<file path="config.mk">
export PLATFORM = sky130hd
export DESIGN_NAME = nnip_front
export DESIGN_NICKNAME = d
export VERILOG_FILES = /design/src/nnip_pkg.sv /design/src/nnip_front.sv
export SDC_FILE = /design/constraint.sdc
export NUM_CORES = 1
export LEC_CHECK = 0
export BUFFER_PORTS_ARGS = -buffer_cell sky130_fd_sc_hd__buf_4
export CAP_MARGIN = 10
export CORE_ASPECT_RATIO = 2
export CORE_MARGIN = 3
export CORE_UTILIZATION = 60
export DETAILED_ROUTE_END_ITERATION = 6
export PLACE_DENSITY_LB_ADDON = 0.25
export SYNTH_ARGS = -nofsm -noshare
export SYNTH_HDL_FRONTEND = slang
export SYNTH_SLANG_ARGS = --single-unit
</file>
<file path="constraint.sdc">
create_clock -name clk -period 13 [get_ports clk]
set_input_delay 2.6 -clock clk [delete_from_list [all_inputs] [get_ports clk]]
set_output_delay 2.6 -clock clk [all_outputs]
set_load 0.005 [all_outputs]
</file>
<file path="src/nnip_pkg.sv">
package nnip_pkg;

  localparam int MAX_COORDS_DEF  = 4096;
  localparam int MAX_HISTORY_DEF = 16;
  localparam int VALUE_BITS_DEF  = 24;

  localparam int CFG_ADDR_W = 2;
  localparam int CFG_DATA_W = 13;

  localparam logic [CFG_ADDR_W-1:0] REG_HISTORY = 2'd0;
  localparam logic [CFG_ADDR_W-1:0] REG_WINDOW  = 2'd1;
  localparam logic [CFG_ADDR_W-1:0] REG_COORDS  = 2'd2;

  localparam logic [4:0]  HIST_RESET   = 5'd8;
  localparam logic [3:0]  WINDOW_RESET = 4'd2;
  localparam logic [12:0] COORDS_RESET = 13'd4096;

  // Distance accumulator width: 2*28 plus 7 bits of growth, enough for up to 128 terms.
  localparam int DIST_W = 2 * 28 + 7;

  typedef enum logic [2:0] {
    ST_IDLE,
    ST_SCAN,
    ST_ACC,
    ST_CMP,
    ST_PRED,
    ST_WRITE,
    ST_OUT
  } bk_state_t;

endpackage

</file>
<file path="src/nnip_front.sv">
// Front end: counts positions in the frame, picks the frame mode and pushes
// one classified word per input into a small queue.
module nnip_front
  import nnip_pkg::*;
#(
  parameter int MAX_COORDS  = MAX_COORDS_DEF,
  parameter int MAX_HISTORY = MAX_HISTORY_DEF,
  parameter int VALUE_BITS  = VALUE_BITS_DEF,
  parameter int IDX_W       = (MAX_COORDS > 1) ? $clog2(MAX_COORDS) : 1,
  parameter int KW          = $clog2(MAX_HISTORY + 1),
  parameter int SLOT_W      = $clog2(MAX_HISTORY)
) (
  input  logic                  clk,
  input  logic                  rst_n,
  input  logic                  restart,
  input  logic [KW-1:0]         k_eff,
  input  logic [IDX_W:0]        n_eff,
  input  logic                  in_valid,
  output logic                  in_ready,
  input  logic [VALUE_BITS-1:0] in_coord_value,
  output logic                  q_valid,
  input  logic                  q_ready,
  output logic [VALUE_BITS-1:0] q_value,
  output logic [IDX_W-1:0]      q_idx,
  output logic                  q_last,
  output logic                  q_resid,
  output logic [SLOT_W-1:0]     q_wslot
);

  logic [IDX_W:0]      coord_counter_r, coord_counter_nxt;
  logic [KW-1:0]       frames_stored_r, frames_stored_nxt;
  logic                mode_r, mode_nxt;
  logic [SLOT_W-1:0]   fill_slot_r, fill_slot_nxt;
  logic [IDX_W:0]      idx;
  logic                last;
  logic                fire;

  // Two-entry queue toward the back end.
  localparam int QW = VALUE_BITS + IDX_W + 2 + SLOT_W;
  logic [QW-1:0] q_mem_r [2];
  logic          wp_r, rp_r;
  logic [1:0]    cnt_r;
  logic [QW-1:0] push_word;

  assign in_ready = (cnt_r != 2'd2);
  assign fire     = in_valid && in_ready;

  always_comb begin
    idx = (coord_counter_r >= n_eff) ? n_eff - 1'b1 : coord_counter_r;
    last = ({1'b0, idx} + 1'b1 >= {1'b0, n_eff});
    mode_nxt = (idx == '0) ? (frames_stored_r >= k_eff) : mode_r;
    coord_counter_nxt = last ? '0 : idx + 1'b1;
    frames_stored_nxt = frames_stored_r;
    fill_slot_nxt = fill_slot_r;
    if (last && !mode_nxt && frames_stored_r < k_eff) begin
      frames_stored_nxt = frames_stored_r + 1'b1;
      fill_slot_nxt = fill_slot_r + 1'b1;
    end
  end

  // During fill the write slot is the frame count; in residual mode the
  // back end uses its own oldest slot.
  assign push_word = {in_coord_value, idx[IDX_W-1:0], last, mode_nxt, fill_slot_r};

  always_ff @(posedge clk) begin
    if (!rst_n || restart) begin
      coord_counter_r <= '0;
      frames_stored_r <= '0;
      mode_r <= 1'b0;
      fill_slot_r <= '0;
    end else if (fire) begin
      coord_counter_r <= coord_counter_nxt;
      frames_stored_r <= frames_stored_nxt;
      mode_r <= mode_nxt;
      fill_slot_r <= fill_slot_nxt;
    end
  end

  always_ff @(posedge clk) begin
    if (!rst_n) begin
      wp_r <= 1'b0;
      rp_r <= 1'b0;
      cnt_r <= '0;
    end else begin
      if (fire) wp_r <= ~wp_r;
      if (q_valid && q_ready) rp_r <= ~rp_r;
      cnt_r <= cnt_r + {1'b0, fire} - {1'b0, q_valid && q_ready};
    end
  end

  always_ff @(posedge clk) begin
    if (fire) q_mem_r[wp_r] <= push_word;
  end

  assign q_valid = (cnt_r != 2'd0);
  assign {q_value, q_idx, q_last, q_resid, q_wslot} = q_mem_r[rp_r];

endmodule

</file>
* Word-level counts from Yosys, hierarchy flattened
Memories as Yosys holds them, arrays and structs flattened. A register that Yosys moved wholly into a read port is not among the register bits.
Index checks and enable logic that the tools add are counted.
Widths: inputs -> output; s select.
** Operators by class
- Add/sub/neg operators :: 7
- Magnitude comparators :: 4
- Eq/ne operators :: 1
- Multiplexer cells :: 7
- Bitwise gates (word level) :: 2
- Reductions and logical operators :: 10
** Operator list (number)
- $mux 13 :: 2
- $add 13x1->14 const B :: 1
- $ge 14x13->1 :: 1
- $add 13x1->13 const B :: 1
- $ge 13x13->1 :: 1
- $logic_not 13->1 :: 1
- $sub 13x1->13 const B :: 1
- $add 5x1->5 const B :: 1
- $ge 5x5->1 :: 1
- $lt 5x5->1 :: 1
- $mux 1 :: 5
- $add 4x1->4 const B :: 1
- $logic_and 1x1->1 :: 4
- $add 2x1->2 :: 1
- $logic_not 1->1 :: 2
- $ne 2x2->1 const B :: 1
- $not 1->1 :: 2
- $reduce_and 2->1 :: 1
- $reduce_bool 2->1 :: 1
- $sub 2x1->2 :: 1
- $logic_or 1x1->1 :: 1
** Storage, ports and cells
- Flip-flop bits (word level) :: 27
- RAM bits :: 84
- Bits of input ports :: 47
- Logic and storage cells :: 39
- Memories kept :: 1
** Memory list
- q_mem_r :: words 2, width 42, rd ports 1, clocked after Yosys merged registers in 1, wr ports 1, RTL line nnip_front.sv:40 : logic [QW-1:0] q_mem_r [2];

* Logic depth before layout (Yosys ltp)
Gate-level depths: netlist of run 1.
- Depth after elaboration :: 8
- Gate-level depth with buffers :: 29
- Gate-level depth less buffers :: 26

* Least setup slack after synthesis of run 1
OpenSTA, ideal clock, no wires.
- Kind :: input -> register
- From :: input n_eff[6]
- To :: register coord_counter_r[12]
- Library setup time :: 74 ps
- Arrival :: 7724 ps
- Data required time :: 12926 ps
- Path slack :: 5201 ps
- Stages on the path :: 25
- Path buffers :: 3
- Cell sequence :: buf_2 -> inv_1 -> ha_1 -> nand2_1 -> or3_1 -> o21ai_4 -> clkbuf_1 -> nor2_1 -> a21oi_1 -> ha_1 -> nand3_1 -> o31ai_1 -> mux2_2 -> o31ai_1 -> xnor2_1 -> a21oi_1 -> ha_1 -> nand4_1 -> a211oi_1 -> a21o_1 -> a311o_1 -> buf_4 -> nor3_2 -> a32oi_1 -> o21ai_0
** Between the ends
- Word-level cells in the longest chain between the ends :: 5
- Elaborated cells on any way between the ends :: 7
- Classes of those cells :: add/sub (3); order compare (2); mux (2)
** Ends and longest elaborated chain
- start: declaration :: RTL line nnip_front.sv:17 : input logic [IDX_W:0] n_eff,
- $ge 13x13->1 :: RTL line nnip_front.sv:49 : idx = (coord_counter_r >= n_eff) ? n_eff - 1'b1 : coord_counter_r;
- $mux 13 :: RTL line nnip_front.sv:49
- via idx[0] :: RTL line nnip_front.sv:34 : logic [IDX_W:0] idx;
- $add 13x1->14 :: RTL line nnip_front.sv:50 : last = ({1'b0, idx} + 1'b1 >= {1'b0, n_eff});
- $ge 14x13->1 :: RTL line nnip_front.sv:50
- via last :: RTL line nnip_front.sv:35 : logic last;
- $mux 13 :: RTL line nnip_front.sv:52 : coord_counter_nxt = last ? '0 : idx + 1'b1;
- end signal: assignment :: RTL line nnip_front.sv:72 : coord_counter_r <= coord_counter_nxt;
- end: declaration :: RTL line nnip_front.sv:30 : logic [IDX_W:0] coord_counter_r, coord_counter_nxt;
The timed path passes the listed nets, and every way through them passes these cells.
A chain may end at the register's enable or synchronous reset.

* Worst setup path in the final report of run 1
- From :: input n_eff[10]
- To :: register coord_counter_r[12]
** Between the ends
- Word-level cells in the longest chain between the ends :: 5
- Elaborated cells on any way between the ends :: 7
- Classes of those cells :: add/sub (3); order compare (2); mux (2)
** Ends and longest elaborated chain (RTL line)
- $ge 13x13->1 * :: nnip_front.sv:49
- $mux 13 * :: nnip_front.sv:49
- via idx[0] :: nnip_front.sv:34
- $add 13x1->14 :: nnip_front.sv:50
- $ge 14x13->1 :: nnip_front.sv:50
- $mux 13 * :: nnip_front.sv:52
Mark *: on every way through the listed nets, which the timed path passes. The rest lies on a longest branch.

==> reports/metrics.yaml, run 1 <==
crit_start: "n_eff[10]"
netlist_instances: 483
wl_met1_um: 4800
hp-class: "reg -> reg"
max_freq_ghz: 0.1166
final_hold_viol_count: 0
setup_viol: 0
insertedDiodeCount: 0
crit_fanout: 28
track_usage_pct: 25.08
postRouteWirelength_um: 13320
die_w_um: 75.48
dp_slack_ps: 4076
crit_slowest_cell: "nor3_2"
status: "completed"
clk_pin_slew_ps: 70
cts_resized: 0
setup_tns_ps: 0
core_area_mm2: 0.009384
wl_met3_um: 641
worst_path_largest_cell_delay_ps: 630
cts_buffers: 9
clock_path_buffers: 2
ys_ff_latch: 112
cts-root-buf: "clkbuf_16"
async_flop_share_pct: 0
rr_endpoint: "coord_counter_r[12]"
wire_per_inst_um: 19.59
nets: 656
min_period_ps: 8577
synth_flop_cell: "edfxtp_1"
avgSynthCellArea_um2: 11.99
topRoutingLayerUsed: "met4"
synth.area.mux_share_pct: 11.13
dr_total_vias: 4104
powerDensity_mw_per_mm2: 142.1
synth-adder-area-share_pct: 8.209
synth_edf_count: 84
synth_top_family_by_area: "simple AND/OR/NAND/NOR gates"
power.leakage_nw: 2.816
io_pins: 91
max-cap-violations: 0
post_cts_buffers: 0
critPathKind: "in -> reg"
grt_pass1_wl_um: 20800
tightest_slew_ps: 984.0
wl_met2_um: 7481
cts_tree: "built"
p_total_mw: 0.9758
maxSlewViolCount: 0
netlist-cell-type-count: 56
synth_area_mm2: 0.005792
drive_gt1_share_pct: 29.69
stdcell_count: 680
antenna_found_initial: 0
synth.largest_area_cell: "edfxtp_1"
synth-simple-area-share_pct: 11.54
synth_compound_area_share_pct: 8.836
cp.required_ps: 13260
die-area_mm2: 0.01094
drtIter0Drc: 199
worstRegToRegCells: 21
syn_nets: 568
start_util_pct: 61.72
dp.cells: 664
utilization_pct: 73.16
port_buffers: 90
ant_nets: 0
dr.pass1.iters: 4
syn_to_final_growth_pct: 18.54
cp.arrival_ps: 8840
slew-limit-headroom_pct: 34.40
fin_skew_ps: 10.67
drc: 0
start_kind: "primary input"
overflow: 0
clock_latency_ps: 340
worst_slack_ps: 4423
die_y_um: 144.9
synth_top_area_share_pct: 43.55
synth.area.top_cells: "edfxtp_1, dfxtp_1, mux2_2"
multi_input_area_mm2: 0.002545
holdPathStages: 0
yosys_warnings: 0
first_global_vias: 4120
endpoint_kind: "flip-flop"
synthTopCellsByCount: "edfxtp_1, mux2_2, ha_1"
finalCritPeriodShare_pct: 65.97
cts.sink_count: 112
vias_per_cell: 6.035
synth_xor_area_share_pct: 4.083
regToRegStartpoint: "coord_counter_r[12]"
holdPathEnd: "q_mem_r[0][3]"
grt_setup_unrepaired: "no"
num_rows: 50
cts-htree-levels: 3
gp_congestion: 0.9550
post-dp-hpwl_um: 10190
min_from: "fill_slot_r[3]"
regToRegSetupSlack_ps: 6470
max-vdd-ir-drop_mv: 0.1155
seq_area_mm2: 0.003084
grt_max_degree: 43
crit_chain: "buf_4, inv_1, ha_1, nand4_1, or3_1, o21ai_4, nor2_1, a21oi_1, ha_1, nand3_1, o31ai_1, mux2_2, o31ai_1, xnor2_1, a21oi_1, ha_1, nand4_1, a211oi_1, a21o_1, a311o_1, nor3_2, a32oi_1, o21ai_0"
cts_hold_buf: 0
synthMostInstantiatedCell: "edfxtp_1"
ys_seq_area_share_pct: 53.23
fillCellCount: 683
crit_top_cell: "ha_1"
worst max-delay path: cells and delay by family:
kind / cells / cell delay, ps
AO/OA/AOI/OAI: 10 / 2900
AND/OR/NAND/NOR: 6 / 1490
adder cells (fa/ha/maj): 3 / 1030
multiplexers: 1 / 400
buffers and inverters: 2 / 200
XOR/XNOR: 1 / 180
worst max path at each step:
| stage | endpoint | slack, ps | cells past startpoint |
|---|---|---|---|
| 2_1_floorplan | coord_counter_r[12] | 5200 | 25 |
| 3_3_place_gp | coord_counter_r[12] | 4260 | 23 |
| 3_5_place_dp | coord_counter_r[12] | 4080 | 23 |
| 4_1_cts | coord_counter_r[12] | 4440 | 23 |
| 5_1_grt | coord_counter_r[12] | 3920 | 23 |
| 6_report | coord_counter_r[12] | 4420 | 23 |
state kept, by name (all words and copies together) (netlist names), named ones only:
signal / flops
q_mem_r: 84
coord_counter_r: 13
frames_stored_r: 5
fill_slot_r: 4
cnt_r: 2
mode_r: 1
rp_r: 1
wp_r: 1
layout by cell type (no fill, tap or decap), types with 9 or more instances in the layout:
master / synthesis / routed
buf_4: 1 / 91
edfxtp_1: 84 / 84
mux2_2: 49 / 49
ha_1: 38 / 38
inv_1: 30 / 30
nand2_1: 30 / 30
dfxtp_1: 28 / 27
nor2_1: 26 / 25
a21oi_1: 22 / 22
xnor2_1: 19 / 19
o21ai_0: 16 / 16
nand3_1: 16 / 16
clkbuf_16: 0 / 9
per-stage QoR:
stage	hold slack [ps]	instance area, µm²
floorplan	434.5	5792
global placement	448.2	6555
detailed placement	462.8	6555
CTS	480.7	6865
global route	494.9	6865
finish	481.3	6865
area by class of cell:
cell class | instances | area share [%]
inverters | 30 | 1.640
multi-input cells | 327 | 37.07
clock inverters | 7 | 1.239
repair buffers | 91 | 9.951
flip-flops and latches | 112 | 44.92
well taps | 104 | 1.895
clock buffers | 9 | 3.280
cells by family (layout without fill, tap and decap cells):
family                   count (synthesis)  after routing
AND/OR/NAND/NOR                        128            128
AO/OA/AOI/OAI                           77             77
flip-flops                             112            112
multiplexers                            57             57
buffers and inverters                   44            137
XOR/XNOR                                27             27
adder cells (fa/ha/maj)                 38             38
per-layer routing:
layer / vias up / GRT usage, %
li1: 1965 / -
met1: 1983 / 28.47
met2: 132 / 44.89
met3: 24 / 4.369
met4: 0 / 8.932
met5: - / 0
power breakdown:
part	total (mW)	internal (mW)	switching, mW
registers	0.461	0.431	0.0295
clock network	0.281	0.154	0.127
logic	0.234	0.135	0.0988
total	0.976	0.721	0.255
No activity file was read; power rests on OpenSTA's default activity.
==> run 2: changes to the inputs <==
CORE_UTILIZATION = 51   (was 60)
clock period = 7.3 ns   (was 13 ns; I/O delays follow)
==> reports/metrics.yaml, run 2 (synthesis gave the netlist of run 1 again) <==
drive_gt1_share_pct: 30.53
post-dp-hpwl_um: 9988
post_cts_buffers: 0
regToRegSetupSlack_ps: 1880
cp_num_cells: 25
slew-limit-headroom_pct: 33.24
largest-register: "q_mem_r"
crit_start: "n_eff[12]"
clock_latency_ps: 340
antenna_found_initial: 0
cts_resized: 0
overflow: 0
vias_per_cell: 5.679
critPathKind: "in -> reg"
max-cap-violations: 0
top_regs: "q_mem_r: 84 flops, coord_counter_r: 13 flops, frames_stored_r: 5 flops"
cts_tree: "built"
clk_pin_slew_ps: 80
fillCellCount: 897
worst_slack_ps: 1008
ant_nets: 0
num_rows: 54
worst_path_largest_cell_delay_ps: 460
first_global_vias: 4137
track_usage_pct: 20.90
power.leakage_nw: 2.845
regToRegStartpoint: "coord_counter_r[12]"
dr.pass1.iters: 4
min_period_ps: 6292
gp_congestion: 0.9513
finalCritPeriodShare_pct: 86.19
hold-worst-slack_ps: 486.8
grt_pass1_wl_um: 20240
cts_buffers: 9
utilization_pct: 63.11
start_util_pct: 52.59
rr_endpoint: "frames_stored_r[1]"
grt_setup_unrepaired: "no"
dp.cells: 707
max-vdd-ir-drop_mv: 0.1468
critPathTopFamily: "compound AO/OA/AOI/OAI gates"
hp-class: "reg -> reg"
drc: 0
status: "completed"
syn_to_final_growth_pct: 20.00
core_area_mm2: 0.01101
worstRegToRegCells: 23
path_buf_inv: 3
layout_commonest_cell: "buf_4"
clock_path_buffers: 2
cts.sink_count: 112
crit_slowest_cell: "a21oi_1"
postRouteWirelength_um: 12930
cp.arrival_ps: 6490
setup_tns_ps: 0
endpoint_kind: "flip-flop"
setup_viol: 0
powerDensity_mw_per_mm2: 244.9
dr_total_vias: 4106
wire_per_inst_um: 17.89
crit_path_end: "frames_stored_r[1]"
cts-root-buf: "clkbuf_16"
maxSlewViolCount: 0
die_y_um: 156.7
fin_skew_ps: 13.60
largest_reg_flops: 84
dp_slack_ps: 746.5
die_w_um: 81.36
cp.required_ps: 7500
crit_fanout: 7
cts_hold_buf: 0
stdcell_count: 723
max_freq_ghz: 0.1589
cts-htree-levels: 3
io_pins: 91
grt_max_degree: 43
start_kind: "primary input"
tightest_slew_ps: 1001
die-area_mm2: 0.01275
final_cell_mix: "buf_4, edfxtp_1, mux2_2"
final_hold_viol_count: 0
drtIter0Drc: 193
port_buffers: 90
insertedDiodeCount: 0
nets: 663
==> run 2: power breakdown <==
| part | total, mW | internal, mW | switching [mW] |
|---|---|---|---|
| logic | 0.411 | 0.242 | 0.169 |
| clock network | 0.472 | 0.242 | 0.230 |
| registers | 0.819 | 0.768 | 0.0513 |
| total | 1.70 | 1.25 | 0.451 |
==> run 2: worst min path at each step <==
stage,to,startpoint,cells past startpoint,slack (ps)
2_1_floorplan,q_mem_r[0][3],fill_slot_r[3],0,430
3_3_place_gp,mode_r,mode_r,2,460
6_report,q_mem_r[1][3],fill_slot_r[3],0,490
5_1_grt,mode_r,mode_r,2,510
4_1_cts,mode_r,mode_r,2,480
3_5_place_dp,mode_r,mode_r,2,470
==> run 2: final cells by class <==
cell class / count / area, µm² / area share [%]
timing repair buffer: 98 / 735.7 / 10.59
sequential: 112 / 3084 / 44.37
clock buffer: 9 / 225.2 / 3.240
clock inverter: 7 / 72.57 / 1.044
inverter: 30 / 112.6 / 1.620
multi-input combinational: 327 / 2545 / 36.62
tap: 140 / 175.2 / 2.520
==> run 2: through the flow <==
| stage | power [mW] | area, µm² |
|---|---|---|
| after floorplan | 1.040 | 5792 |
| after global placement | 1.240 | 6653 |
| after detailed placement | 1.253 | 6653 |
| after CTS | 1.722 | 6950 |
| after global routing | 1.789 | 6950 |
| final | 1.702 | 6950 |
==> run 2: routing by layer <==
layer | vias to the layer above | track usage (%) | part of all wire [%]
met2 | 140 | 38.17 | 55
li1 | 1983 | - | -
met4 | 0 | 10.48 | 4.0
met1 | 1951 | 22.73 | 36
met5 | - | 0 | 0
met3 | 32 | 2.880 | 5.5
==> run 3: changes to the inputs <==
CORE_UTILIZATION = 39   (was 51)
==> reports/metrics.yaml, run 3 (synthesis gave the netlist of run 1 again) <==
setup_tns_ps: 0
critPathTopFamily: "compound AO/OA/AOI/OAI gates"
clock_latency_ps: 340
final_hold_viol_count: 0
path_buf_inv: 3
min_period_ps: 6668
die_y_um: 178.3
cts-htree-levels: 3
num_rows: 62
final_cell_mix: "buf_4, edfxtp_1, mux2_2"
cts_buffers: 9
drc: 0
max-cap-violations: 0
antenna_found_initial: 0
cts-root-buf: "clkbuf_16"
syn_to_final_growth_pct: 21.02
p_total_mw: 1.731
tightest_slew_ps: 1044
final_cell_area_mm2: 0.007009
die_w_um: 92.17
port_buffers: 90
max-vdd-ir-drop_mv: 0.1184
holdPathStages: 2
setup_viol: 0
wire_per_inst_um: 18.48
fillCellCount: 1350
core_area_mm2: 0.01443
largest-register: "q_mem_r"
die-area_mm2: 0.01644
cp_num_cells: 25
grt_pass1_wl_um: 22410
cp.arrival_ps: 6880
postRouteWirelength_um: 14280
slew-limit-headroom_pct: 30.40
crit_slowest_cell: "o31ai_1"
clk_pin_slew_ps: 80
endpoint_kind: "flip-flop"
overflow: 0
fin_skew_ps: 11.33
track_usage_pct: 17.74
cts_hold_buf: 0
io_pins: 91
first_global_vias: 4226
dr_total_vias: 4097
ant_nets: 0
maxSlewViolCount: 0
powerDensity_mw_per_mm2: 246.9
finalCritPeriodShare_pct: 91.35
crit_fanout: 15
critPathKind: "in -> reg"
gp_congestion: 0.9614
nets: 661
start_util_pct: 40.14
stdcell_count: 773
power.leakage_nw: 2.842
largest_reg_flops: 84
worst_path_largest_cell_delay_ps: 530
cts_tree: "built"
cts_resized: 0
drtIter0Drc: 153
start_kind: "primary input"
cp.required_ps: 7510
insertedDiodeCount: 0
layout_commonest_cell: "buf_4"
drive_gt1_share_pct: 30.29
post_cts_buffers: 0
grt_setup_unrepaired: "no"
post-dp-hpwl_um: 10990
cts.sink_count: 112
multi_input_area_mm2: 0.002545
vias_per_cell: 5.300
worstRegToRegCells: 24
top_regs: "q_mem_r: 84 flops, coord_counter_r: 13 flops, frames_stored_r: 5 flops"
max_freq_ghz: 0.1500
hp-class: "reg -> reg"
seq_area_mm2: 0.003084
place_area_mm2: 0.006703
clock_path_buffers: 2
grt_max_degree: 43
status: "completed"
crit_top_cell: "ha_1"
dp.cells: 757
dr.pass1.iters: 4
-- run 3: tightest hold or removal path: stages, from the launching register on --
cell	delay, ps
dfxtp_1	330
nand2_1	60
a21oi_1	60
-- run 3: power by group --
part | total (mW) | internal (mW) | switching (mW)
registers | 0.819 | 0.767 | 0.0516
clock network | 0.496 | 0.247 | 0.248
logic | 0.416 | 0.242 | 0.174
-- run 3: final cells by class --
type / instances / share of cell area, %
clock inverter: 7 / 1.160
clock buffer: 9 / 3.213
timing repair buffer: 96 / 10.28
multi-input combinational: 327 / 36.31
inverter: 30 / 1.607
tap: 192 / 3.427
sequential: 112 / 44.00
-- run 3: path summary, 6_finish.rpt --
| path | from | slack [ps] | endpoint |
|---|---|---|---|
| min | mode_r | 490 | mode_r |
| max reg2reg | coord_counter_r[0] | 1480 | fill_slot_r[1] |
| max | n_eff[2] | 630 | fill_slot_r[1] |
| min reg2reg | mode_r | 490 | mode_r |
-- run 3: per-stage QoR --
| stage | hold WS, ps | setup slack, ps | utilization (%) |
|---|---|---|---|
| floorplan | 434.5 | 641.5 | - |
| global placement | 455.6 | 376.9 | 46.45 |
| detailed placement | 479.7 | 315.7 | 46.45 |
| CTS | 491.8 | 647.4 | 48.58 |
| global route | 516.2 | 71.90 | 48.58 |
| finish | 485.9 | 631.7 | 48.58 |
-- run 3: routing by layer --
| metal | GRT usage [%] | wire [µm] | vias up |
|---|---|---|---|
| li1 | - | - | 1976 |
| met1 | 18.84 | 5239 | 1984 |
| met2 | 32.17 | 7721 | 102 |
| met3 | 2.744 | 481 | 35 |
| met4 | 11.35 | 840 | 0 |
| met5 | 0 | 0 | - |
